--- src/rtl/fpr_pkg.sv ---
// Package: shared types, constants and CRC32C helper for the flow reassembler
package fpr_pkg;
  localparam int unsigned NFLOWS = 8;
  localparam int unsigned FLOW_IDX_W = (NFLOWS > 1) ? $clog2(NFLOWS) : 1;
  localparam int unsigned FLOW_CNT_W = $clog2(NFLOWS + 1);
  localparam int unsigned FRAG_BYTES = 16;
  localparam int unsigned MAX_FRAGS = 65535;
  localparam int unsigned KEY_W = 50;
  localparam int unsigned TOT_W = 21;
  localparam int unsigned RES_W = 24;
  localparam int unsigned CFG_IDX_W = 1;
  localparam int unsigned CFG_DATA_W = 24;
  localparam logic [31:0] CRC_POLY = 32'h82f63b78;

  typedef enum logic [CFG_IDX_W-1:0] {
    CFG_FLOW_LIMIT = 1'b0,
    CFG_BYTE_BUDGET = 1'b1
  } cfg_idx_e;

  typedef enum logic [1:0] {
    REQ_DECL = 2'd0,
    REQ_DATA = 2'd1,
    REQ_ABORT = 2'd2,
    REQ_UNUSED = 2'd3
  } req_e;

  typedef enum logic [3:0] {
    ST_OK = 4'd0, ST_COMMIT = 4'd1, ST_BAD_ID = 4'd2, ST_BAD_DECL = 4'd3,
    ST_DUP = 4'd4, ST_NO_SLOT = 4'd5, ST_NO_BYTES = 4'd6, ST_BAD_FRAG = 4'd7,
    ST_NO_FLOW = 4'd8, ST_ORDER = 4'd9, ST_TAIL = 4'd10, ST_LEN = 4'd11,
    ST_CRC = 4'd12
  } status_e;

  typedef struct packed {
    logic        valid;
    logic [KEY_W-1:0] key;
    logic [15:0] next_seq;
    logic [TOT_W-1:0] remaining;
    logic [15:0] frag_count;
    logic [31:0] expected_crc;
    logic [31:0] running_crc;
    logic [TOT_W-1:0] decl_bytes;
  } entry_t;

  // Command broadcast to every cell
  typedef struct packed {
    logic        lookup;
    logic [KEY_W-1:0] key;
    logic        wr;
    logic [FLOW_IDX_W-1:0] wr_idx;
    entry_t      wr_entry;
  } cell_cmd_t;

  // Match result rippled along the row
  typedef struct packed {
    logic        hit;
    logic [FLOW_IDX_W-1:0] hit_idx;
    entry_t      hit_entry;
    logic        free;
    logic [FLOW_IDX_W-1:0] free_idx;
    logic [FLOW_CNT_W-1:0] open;
  } chain_t;

  typedef struct packed {
    req_e        req_type;
    logic [15:0] source;
    logic [15:0] destination;
    logic [15:0] tag;
    logic [1:0]  subflow;
    logic [15:0] seq_or_count;
    logic        tail;
    logic [4:0]  frag_len;
    logic [63:0] data_lo;
    logic [63:0] data_hi;
    logic [63:0] payload_bits;
  } req_t;

  typedef struct packed {
    logic [3:0]  status;
    logic [63:0] payload_lo;
    logic [63:0] payload_hi;
    logic [4:0]  payload_bytes;
    logic        payload_last;
  } rsp_t;

  function automatic logic [31:0] crc_byte(logic [31:0] crc, logic [7:0] b);
    logic [31:0] c;
    c = crc ^ {24'd0, b};
    for (int k = 0; k < 8; k++) begin
      c = (c >> 1) ^ (c[0] ? CRC_POLY : 32'd0);
    end
    return c;
  endfunction
endpackage

--- src/rtl/fpr_if.sv ---
// Interface: valid/ready channel carrying one request or result
interface fpr_if #(parameter type T = logic);
  logic valid;
  logic ready;
  T     data;
  modport source (output valid, output data, input ready);
  modport sink (input valid, input data, output ready);
endinterface

--- src/rtl/fpr_cell.sv ---
// Flow table cell: one entry, key compare and chained match/free search
module fpr_cell
  import fpr_pkg::*;
(
  input  logic                  clk_i,
  input  logic                  rst_ni,
  input  logic [FLOW_IDX_W-1:0] idx_i,
  input  cell_cmd_t             cmd_i,
  input  chain_t                chain_i,
  output chain_t                chain_o
);
  entry_t entry_q;
  logic   valid_q;

  always_ff @(posedge clk_i or negedge rst_ni) begin
    if (!rst_ni) begin
      valid_q <= 1'b0;
    end else if (cmd_i.wr && cmd_i.wr_idx == idx_i) begin
      valid_q <= cmd_i.wr_entry.valid;
    end
  end

  always_ff @(posedge clk_i) begin
    if (cmd_i.wr && cmd_i.wr_idx == idx_i) begin
      entry_q <= cmd_i.wr_entry;
    end
  end

  always_comb begin
    chain_o = chain_i;
    if (valid_q) begin
      chain_o.open = chain_i.open + FLOW_CNT_W'(1);
      if (!chain_i.hit && entry_q.key == cmd_i.key) begin
        chain_o.hit = 1'b1;
        chain_o.hit_idx = idx_i;
        chain_o.hit_entry = entry_q;
        chain_o.hit_entry.valid = 1'b1;
      end
    end else if (!chain_i.free) begin
      chain_o.free = 1'b1;
      chain_o.free_idx = idx_i;
    end
  end
endmodule

--- src/rtl/fpr_ctrl.sv ---
// Request controller: checks, CRC update, table writes and result register
module fpr_ctrl
  import fpr_pkg::*;
(
  input  logic        clk_i,
  input  logic        rst_ni,
  input  logic        cfg_we_i,
  input  logic [CFG_IDX_W-1:0] cfg_idx_i,
  input  logic [CFG_DATA_W-1:0] cfg_data_i,
  input  logic        in_valid_i,
  output logic        in_ready_o,
  input  req_t        in_req_i,
  output logic        out_valid_o,
  input  logic        out_ready_i,
  output rsp_t        out_rsp_o,
  output cell_cmd_t   cmd_o,
  input  chain_t      chain_i
);
  typedef enum logic {S_IDLE, S_EXEC} state_e;

  state_e      state_q;
  req_t        req_q;
  logic [3:0]  flow_limit_q;
  logic [RES_W-1:0] budget_q, reserved_q, reserved_d;
  logic        out_valid_q;
  rsp_t        rsp_q, rsp_d;
  logic        wr_d;
  entry_t      wr_entry_d;
  logic [FLOW_IDX_W-1:0] wr_idx_d;

  logic [KEY_W-1:0] key;
  logic [63:0] total64, mlo, mhi;
  logic [127:0] word;
  logic [60:0] frags;
  logic [4:0]  len, expect_len;
  logic        expect_tail;
  logic [31:0] crc;
  logic [RES_W:0] res_sum;

  assign key = {req_q.source, req_q.destination, req_q.tag, req_q.subflow};
  assign in_ready_o = (state_q == S_IDLE) && (!out_valid_q || out_ready_i);
  assign out_valid_o = out_valid_q;
  assign out_rsp_o = rsp_q;

  always_comb begin
    cmd_o = '0;
    cmd_o.lookup = (state_q == S_EXEC);
    cmd_o.key = key;
    cmd_o.wr = wr_d && (state_q == S_EXEC);
    cmd_o.wr_idx = wr_idx_d;
    cmd_o.wr_entry = wr_entry_d;
  end

  always_comb begin
    len = req_q.frag_len;
    word = {req_q.data_hi, req_q.data_lo};
    total64 = {3'd0, req_q.payload_bits[63:3]};
    frags = {1'b0, total64[63:4]} + {60'd0, |total64[3:0]};
    mlo = (len >= 5'd8) ? '1 : ((64'd1 << {len[2:0], 3'd0}) - 64'd1);
    mhi = (len >= 5'd16) ? '1 : (len <= 5'd8) ? 64'd0
        : ((64'd1 << {len[2:0], 3'd0}) - 64'd1);
    expect_tail = chain_i.hit_entry.next_seq == chain_i.hit_entry.frag_count;
    expect_len = (chain_i.hit_entry.remaining < TOT_W'(FRAG_BYTES))
               ? chain_i.hit_entry.remaining[4:0] : 5'(FRAG_BYTES);
    crc = chain_i.hit_entry.running_crc;
    for (int b = 0; b < 16; b++) begin
      if (5'(b) < len) begin
        crc = crc_byte(crc, word[8*b +: 8]);
      end
    end
    res_sum = {1'b0, reserved_q} + {4'd0, total64[TOT_W-1:0]};

    rsp_d = '0;
    wr_d = 1'b0;
    wr_idx_d = chain_i.hit_idx;
    wr_entry_d = chain_i.hit_entry;
    reserved_d = reserved_q;
    unique case (req_q.req_type)
      REQ_DECL: begin
        if (req_q.tag == 16'd0) rsp_d.status = ST_BAD_ID;
        else if (req_q.payload_bits == 64'd0 || req_q.payload_bits[2:0] != 3'd0
                 || req_q.data_hi != req_q.payload_bits
                 || req_q.data_lo[63:32] == 32'd0
                 || frags > 61'(MAX_FRAGS) || req_q.seq_or_count == 16'd0
                 || frags != {45'd0, req_q.seq_or_count})
          rsp_d.status = ST_BAD_DECL;
        else if (chain_i.hit) rsp_d.status = ST_DUP;
        else if (!chain_i.free || int'(chain_i.open) >= int'(flow_limit_q))
          rsp_d.status = ST_NO_SLOT;
        else if (res_sum > {1'b0, budget_q}) rsp_d.status = ST_NO_BYTES;
        else begin
          rsp_d.status = ST_OK;
          wr_d = 1'b1;
          wr_idx_d = chain_i.free_idx;
          wr_entry_d.valid = 1'b1;
          wr_entry_d.key = key;
          wr_entry_d.next_seq = 16'd1;
          wr_entry_d.remaining = total64[TOT_W-1:0];
          wr_entry_d.frag_count = req_q.seq_or_count;
          wr_entry_d.expected_crc = req_q.data_lo[31:0];
          wr_entry_d.running_crc = '1;
          wr_entry_d.decl_bytes = total64[TOT_W-1:0];
          reserved_d = res_sum[RES_W-1:0];
        end
      end
      REQ_DATA: begin
        if (req_q.seq_or_count == 16'd0) rsp_d.status = ST_BAD_FRAG;
        else if (req_q.tag == 16'd0) rsp_d.status = ST_BAD_ID;
        else if (len == 5'd0 || len > 5'(FRAG_BYTES)
                 || (!req_q.tail && len != 5'(FRAG_BYTES))
                 || (req_q.data_lo & ~mlo) != 64'd0 || (req_q.data_hi & ~mhi) != 64'd0)
          rsp_d.status = ST_BAD_FRAG;
        else if (!chain_i.hit) rsp_d.status = ST_NO_FLOW;
        else if (req_q.seq_or_count != chain_i.hit_entry.next_seq) rsp_d.status = ST_ORDER;
        else if (req_q.tail != expect_tail) rsp_d.status = ST_TAIL;
        else if (len != expect_len) rsp_d.status = ST_LEN;
        else begin
          wr_d = 1'b1;
          wr_entry_d.running_crc = crc;
          wr_entry_d.next_seq = chain_i.hit_entry.next_seq + 16'd1;
          wr_entry_d.remaining = chain_i.hit_entry.remaining - TOT_W'(len);
          if (expect_tail) begin
            wr_entry_d.valid = 1'b0;
            reserved_d = reserved_q - RES_W'(chain_i.hit_entry.decl_bytes);
          end
          if (expect_tail && ~crc != chain_i.hit_entry.expected_crc) begin
            rsp_d.status = ST_CRC;
          end else begin
            rsp_d.status = expect_tail ? ST_COMMIT : ST_OK;
            rsp_d.payload_lo = req_q.data_lo;
            rsp_d.payload_hi = req_q.data_hi;
            rsp_d.payload_bytes = len;
            rsp_d.payload_last = expect_tail;
          end
        end
      end
      REQ_ABORT: begin
        if (chain_i.hit) begin
          rsp_d.status = ST_OK;
          wr_d = 1'b1;
          wr_entry_d.valid = 1'b0;
          reserved_d = reserved_q - RES_W'(chain_i.hit_entry.decl_bytes);
        end else begin
          rsp_d.status = ST_NO_FLOW;
        end
      end
      default: rsp_d.status = ST_BAD_FRAG;
    endcase
  end

  always_ff @(posedge clk_i or negedge rst_ni) begin
    if (!rst_ni) begin
      state_q <= S_IDLE;
      out_valid_q <= 1'b0;
      flow_limit_q <= 4'd8;
      budget_q <= 24'd1048576;
      reserved_q <= '0;
      req_q <= '0;
      rsp_q <= '0;
    end else begin
      if (cfg_we_i) begin
        if (cfg_idx_i == CFG_FLOW_LIMIT) flow_limit_q <= cfg_data_i[3:0];
        else budget_q <= cfg_data_i;
      end
      if (out_valid_q && out_ready_i) out_valid_q <= 1'b0;
      unique case (state_q)
        S_IDLE: begin
          if (in_valid_i && in_ready_o) begin
            state_q <= S_EXEC;
            req_q <= in_req_i;
          end
        end
        S_EXEC: begin
          state_q <= S_IDLE;
          out_valid_q <= 1'b1;
          reserved_q <= reserved_d;
          rsp_q <= rsp_d;
        end
        default: state_q <= S_IDLE;
      endcase
    end
  end

  a_exec_one: assert property (@(posedge clk_i) disable iff (!rst_ni)
    state_q == S_EXEC |=> state_q == S_IDLE && out_valid_q) else $error("exec");
  a_no_wr_idle: assert property (@(posedge clk_i) disable iff (!rst_ni)
    state_q == S_IDLE |-> !cmd_o.wr) else $error("write outside exec");
  a_last_commit: assert property (@(posedge clk_i) disable iff (!rst_ni)
    out_valid_q && rsp_q.payload_last |-> rsp_q.status == ST_COMMIT)
    else $error("last without commit");
endmodule

--- src/rtl/flow_payload_reassembler_crc32c.sv ---
// Top level: per-flow payload reassembler with CRC32C check
// Usage: requests enter on req (valid/ready), one result per request leaves
// on rsp (valid/ready). Config: cfg_we_i with cfg_idx_i 0 = flow_limit,
// 1 = byte_budget, only while idle.
// Each request is registered by the accepting edge; the next cycle does the
// flow lookup along the row of NFLOWS cells, the checks, the CRC32C update
// over up to 16 bytes and the table write. The result is registered at the
// end of that cycle, so it is offered once that execute cycle is over. A new
// request is not accepted while one executes, only once back in idle.
// A stalled result holds; the next request waits until the result register
// is free or being emptied in the same cycle.
// Reset empties the flow table, clears reserved bytes and loads
// flow_limit 8 and byte_budget 1048576.
// The cell row is searched combinationally in the execute cycle; hit and
// free-slot information ripples from cell 0 upward, lowest index first.
module flow_payload_reassembler_crc32c
  import fpr_pkg::*;
(
  input  logic        clk_i,
  input  logic        rst_ni,
  input  logic        cfg_we_i,
  input  logic [CFG_IDX_W-1:0] cfg_idx_i,
  input  logic [CFG_DATA_W-1:0] cfg_data_i,
  fpr_if.sink         req,
  fpr_if.source       rsp
);
  cell_cmd_t cmd;
  chain_t    chain [NFLOWS+1];

  assign chain[0] = '0;

  for (genvar g = 0; g < NFLOWS; g++) begin : g_cell
    fpr_cell u_cell (
      .clk_i, .rst_ni,
      .idx_i(FLOW_IDX_W'(g)),
      .cmd_i(cmd),
      .chain_i(chain[g]),
      .chain_o(chain[g+1])
    );
  end

  fpr_ctrl u_ctrl (
    .clk_i, .rst_ni, .cfg_we_i, .cfg_idx_i, .cfg_data_i,
    .in_valid_i(req.valid), .in_ready_o(req.ready), .in_req_i(req.data),
    .out_valid_o(rsp.valid), .out_ready_i(rsp.ready), .out_rsp_o(rsp.data),
    .cmd_o(cmd), .chain_i(chain[NFLOWS])
  );
endmodule

--- src/flat_wrapper.sv ---
// flat-port wrapper written by rule: the top's interface ports become plain ports
module flow_payload_reassembler_crc32c_flat import fpr_pkg::*;
  (clk_i, rst_ni, cfg_we_i, cfg_idx_i, cfg_data_i, req_valid, req_data, req_ready, rsp_valid, rsp_data, rsp_ready);
  fpr_if #(.T(req_t)) req_i ();
  fpr_if #(.T(rsp_t)) rsp_i ();
  input  logic clk_i;
  input  logic rst_ni;
  input  logic cfg_we_i;
  input  logic [CFG_IDX_W-1:0] cfg_idx_i;
  input  logic [CFG_DATA_W-1:0] cfg_data_i;
  input wire logic [$bits(req_i.valid)-1:0] req_valid;
  input wire logic [$bits(req_i.data)-1:0] req_data;
  output wire logic [$bits(req_i.ready)-1:0] req_ready;
  output wire logic [$bits(rsp_i.valid)-1:0] rsp_valid;
  output wire logic [$bits(rsp_i.data)-1:0] rsp_data;
  input wire logic [$bits(rsp_i.ready)-1:0] rsp_ready;
  assign req_i.valid = req_valid;
  assign req_i.data = req_data;
  assign req_ready = req_i.ready;
  assign rsp_valid = rsp_i.valid;
  assign rsp_data = rsp_i.data;
  assign rsp_i.ready = rsp_ready;
  flow_payload_reassembler_crc32c u_core (.clk_i(clk_i), .rst_ni(rst_ni), .cfg_we_i(cfg_we_i), .cfg_idx_i(cfg_idx_i), .cfg_data_i(cfg_data_i), .req(req_i), .rsp(rsp_i));
endmodule
--- config.mk ---
export PLATFORM = sky130hd
export DESIGN_NAME = flow_payload_reassembler_crc32c_flat
export DESIGN_NICKNAME = d
export VERILOG_FILES = /design/src/rtl/fpr_pkg.sv /design/src/rtl/fpr_if.sv /design/src/rtl/fpr_cell.sv /design/src/rtl/fpr_ctrl.sv /design/src/rtl/flow_payload_reassembler_crc32c.sv /design/src/flat_wrapper.sv
export SDC_FILE = /design/constraint.sdc
export NUM_CORES = 2
export LEC_CHECK = 0
export BUFFER_PORTS_ARGS = -buffer_cell sky130_fd_sc_hd__buf_2
export CAP_MARGIN = 30
export CORE_UTILIZATION = 49
export CTS_BUF_LIST = sky130_fd_sc_hd__clkbuf_8
export DETAILED_ROUTE_END_ITERATION = 10
export PLACE_DENSITY = 0.68
export SKIP_CTS_REPAIR_TIMING = 1
export SYNTH_ARGS = -nofsm -noshare
export SYNTH_HDL_FRONTEND = slang
export SYNTH_SLANG_ARGS = --single-unit
--- constraint.sdc ---
create_clock -name clk_i -period 29.3 [get_ports clk_i]
set_input_delay 0 -clock clk_i [delete_from_list [all_inputs] [get_ports clk_i]]
set_output_delay 0 -clock clk_i [all_outputs]
set_load 0.01 [all_outputs]
==> results_dict.tcl <==
set metrics [dict create \
    finClkSkew_ns 0.145 \
    slowest_delay_ns 0.66 \
    wl_per_cell_um 30.5 \
    grtUsageTotal 0.347 \
    grt_pass1_vias 81600 \
    port_buffers 435 \
    fin_tns_setup_ns 0 \
    synth_ff_type "edfxtp_1" \
    cts_tree "done" \
    start_kind "register" \
    cts_buffers 341 \
    grt_start_max_net_pins 134 \
    num_rows 176 \
    finalHoldViolCount 0 \
    syn_inst 9585 \
    timing.final.crit_share 0.979 \
    filler_cell_count 18400 \
    tightest_slew_ns 1.25 \
    drive_gt1_frac 0.182 \
    die_w_um 483 \
    drc 0 \
    critical_path_class "register to register" \
    crit_top_cell "xnor3_1" \
    status "finished, final reports clean" \
    num_vias 87600 \
    fin_nets 11200 \
    seq_area_frac_synth 0.501 \
    drv_slew 0 \
    area_growth_pct 18.2 \
    met1Wirelength_um 159000 \
    final_cell_mix "1,504 x edfxtp_1, 1,098 x xnor2_1, 848 x nand2_1" \
    path_clk_slew_ns 0.06 \
    dr.pass1.iters 10 \
    fmax_ghz 0.0349 \
    wl_met2_um 196000 \
    postRouteAntennaNets 0 \
    syn_area_per_cell_um2 11.8 \
    final_common_cell "edfxtp_1" \
    worst_ep_arrival_time_ns 29.64 \
    cts_max_level 5 \
    start_util 0.493 \
    grt_overflow 0 \
    core-area_um2 230000 \
    drtIter0Drc 11800 \
    slew_headroom 0.170 \
    crit_slowest_cell "nor4_4" \
    setup_viol 0 \
    maxCapViolCount 0 \
    hp-start "req_valid" \
    path_delay_family "XOR/XNOR gates" \
    dp_hpwl_um 287000 \
    netlist_area_um2 113000 \
    cp.required_ns 30.24 \
    ioPinCount 436 \
    syn_nets 9975 \
    reg2reg_from "u_core.u_ctrl.cmd_o[239]" \
    min_period_ns 28.69 \
    synth_edf_count 1504 \
    cts_max_path_buffers 4 \
    dieArea_um2 234000 \
    die_y_um 483 \
    end_kind "register" \
    critPathMaxFanout 40 \
    placed_cells 12800 \
    antenna_found_initial 29 \
    cts_sinks 1970 \
    holdWs_ns 0.0735 \
    ys_seq_elements 1970 \
    yosysWarningCount 0 \
    gp_congestion 1.03 \
    yosysUniqueCellTypes 115 \
    stdcell_count 14100 \
    grt_pass1_wl_um 589000 \
    clk_latency_ns 1.16 \
    cts-root-buf "clkbuf_8" \
    synthArstFlopShare 0.237 \
    met3_wirelength_um 42300 \
    min_path_type "primary input to register" \
    startpoint "u_core.u_ctrl.cmd_o[239]" \
    top_layer "met5" \
    via_per_inst 6.20 \
    path_buf_inv 11 \
    routed_wl_um 430000 \
]
## path summary, 6_finish.rpt
kind | slack, ns | endpoint | depth (start not counted)
worst max-delay path | 0.61 | u_core.u_ctrl.out_rsp_o[36] | 89
worst min-delay path | 0.07 | u_core.u_ctrl.req_q[265] | 4
worst max register to register | 0.61 | u_core.u_ctrl.out_rsp_o[36] | 89
worst min register to register | 0.51 | u_core.u_ctrl.out_rsp_o[51] | 2
max in group asynchronous | 25.83 | u_core.u_ctrl.req_q[92] | 7
min in group asynchronous | 0.14 | u_core.u_ctrl.req_q[135] | 4
## layer usage
metal	global-route usage	up-vias
met5	0	-
met4	0.220	12
met3	0.0658	1395
met2	0.540	5834
met1	0.445	43100
li1	-	37300
## through the flow
step	cell area, um^2	setup slack [ns]	utilization
floorplan	113000	3.17	-
global placement	120000	0.166	0.523
detailed placement	121000	-0.0525	0.524
CTS	127000	-0.224	0.551
global route	134000	-0.293	0.583
finish	134000	0.606	0.583
## worst reg2reg max path: cells and delay by family, from the launching register on
kind	cells	cell delay, ns
buffers and inverters	11	2.35
DFF	1	0.58
muxes	7	2.60
and+or+nand+nor	9	2.58
xor gates and xnor gates	49	16.74
AOI/OAI and AO/OA	13	3.70
## logic make-up (layout without fill, tap and decap cells)
kind of cell	after synthesis	after routing	share of synthesized area
AO/OA/AOI/OAI	1868	1868	0.107
XOR/XNOR	2103	2103	0.211
adder cells (fa/ha/maj)	94	94	0.0106
buffers and inverters	900	2382	0.0320
flip-flops	1970	1970	0.501
multiplexers	498	498	0.0503
other	0	23	0
AND/OR/NAND/NOR	2152	2155	0.0881
## sequential cells by signal, indices dropped and copies added (netlist names)
name                          flops
u_core.u_ctrl.len                 5
u_core.u_ctrl.out_valid_o         1
u_core.g_cell.u_cell.valid_q      8
u_core.u_ctrl.cmd_o              50
u_core.u_ctrl.budget_q           24
u_core.u_ctrl.state_q             1
u_core.u_ctrl.flow_limit_q        4
u_core.u_ctrl.req_q             211
u_core.u_ctrl.reserved_q         24
u_core.g_cell.u_cell.entry_q   1504
u_core.u_ctrl.out_rsp_o         138
## final cells by class
| cell class | instances | area (um^2) | area share |
|---|---|---|---|
| Multi-Input combinational cell | 6718 | 53800 | 0.401 |
| Timing Repair Buffer | 1529 | 12400 | 0.0921 |
| Clock inverter | 214 | 1150 | 0.00856 |
| Tap cell | 3026 | 3790 | 0.0282 |
| Clock buffer | 380 | 5230 | 0.0390 |
| Sequential cell | 1970 | 56900 | 0.424 |
| Inverter | 259 | 972 | 0.00725 |
| Antenna cell | 23 | 57.6 | 0.000429 |
## synthesized netlist by cell type, types with 69 or more instances
| library cell | n | area share |
|---|---|---|
| xnor3_1 | 243 | 0.048 |
| clkbuf_1 | 457 | 0.015 |
| ha_1 | 91 | 0.010 |
| nor4_1 | 115 | 0.0063 |
| nand2_1 | 849 | 0.028 |
| dfrtp_1 | 464 | 0.10 |
| nand3_1 | 263 | 0.012 |
| a221oi_1 | 121 | 0.0093 |
| nand4_1 | 127 | 0.0070 |
| and3_1 | 123 | 0.0068 |
| o21ai_1 | 150 | 0.0066 |
| a222oi_1 | 138 | 0.012 |
| xnor2_1 | 1134 | 0.088 |
| mux2i_1 | 133 | 0.012 |
| nor2_1 | 455 | 0.015 |
| buf_1 | 80 | 0.0026 |
| mux2_2 | 329 | 0.033 |
| inv_1 | 253 | 0.0084 |
| o21ai_0 | 362 | 0.016 |
| buf_2 | 69 | 0.0030 |
| xor2_1 | 545 | 0.042 |
| a31oi_1 | 72 | 0.0040 |
| edfxtp_1 | 1504 | 0.40 |
| a21oi_1 | 598 | 0.026 |
Power is left out: the tool's default activity adds up to more than one toggle a clock period on the data nets, which glitch-free logic cannot reach.
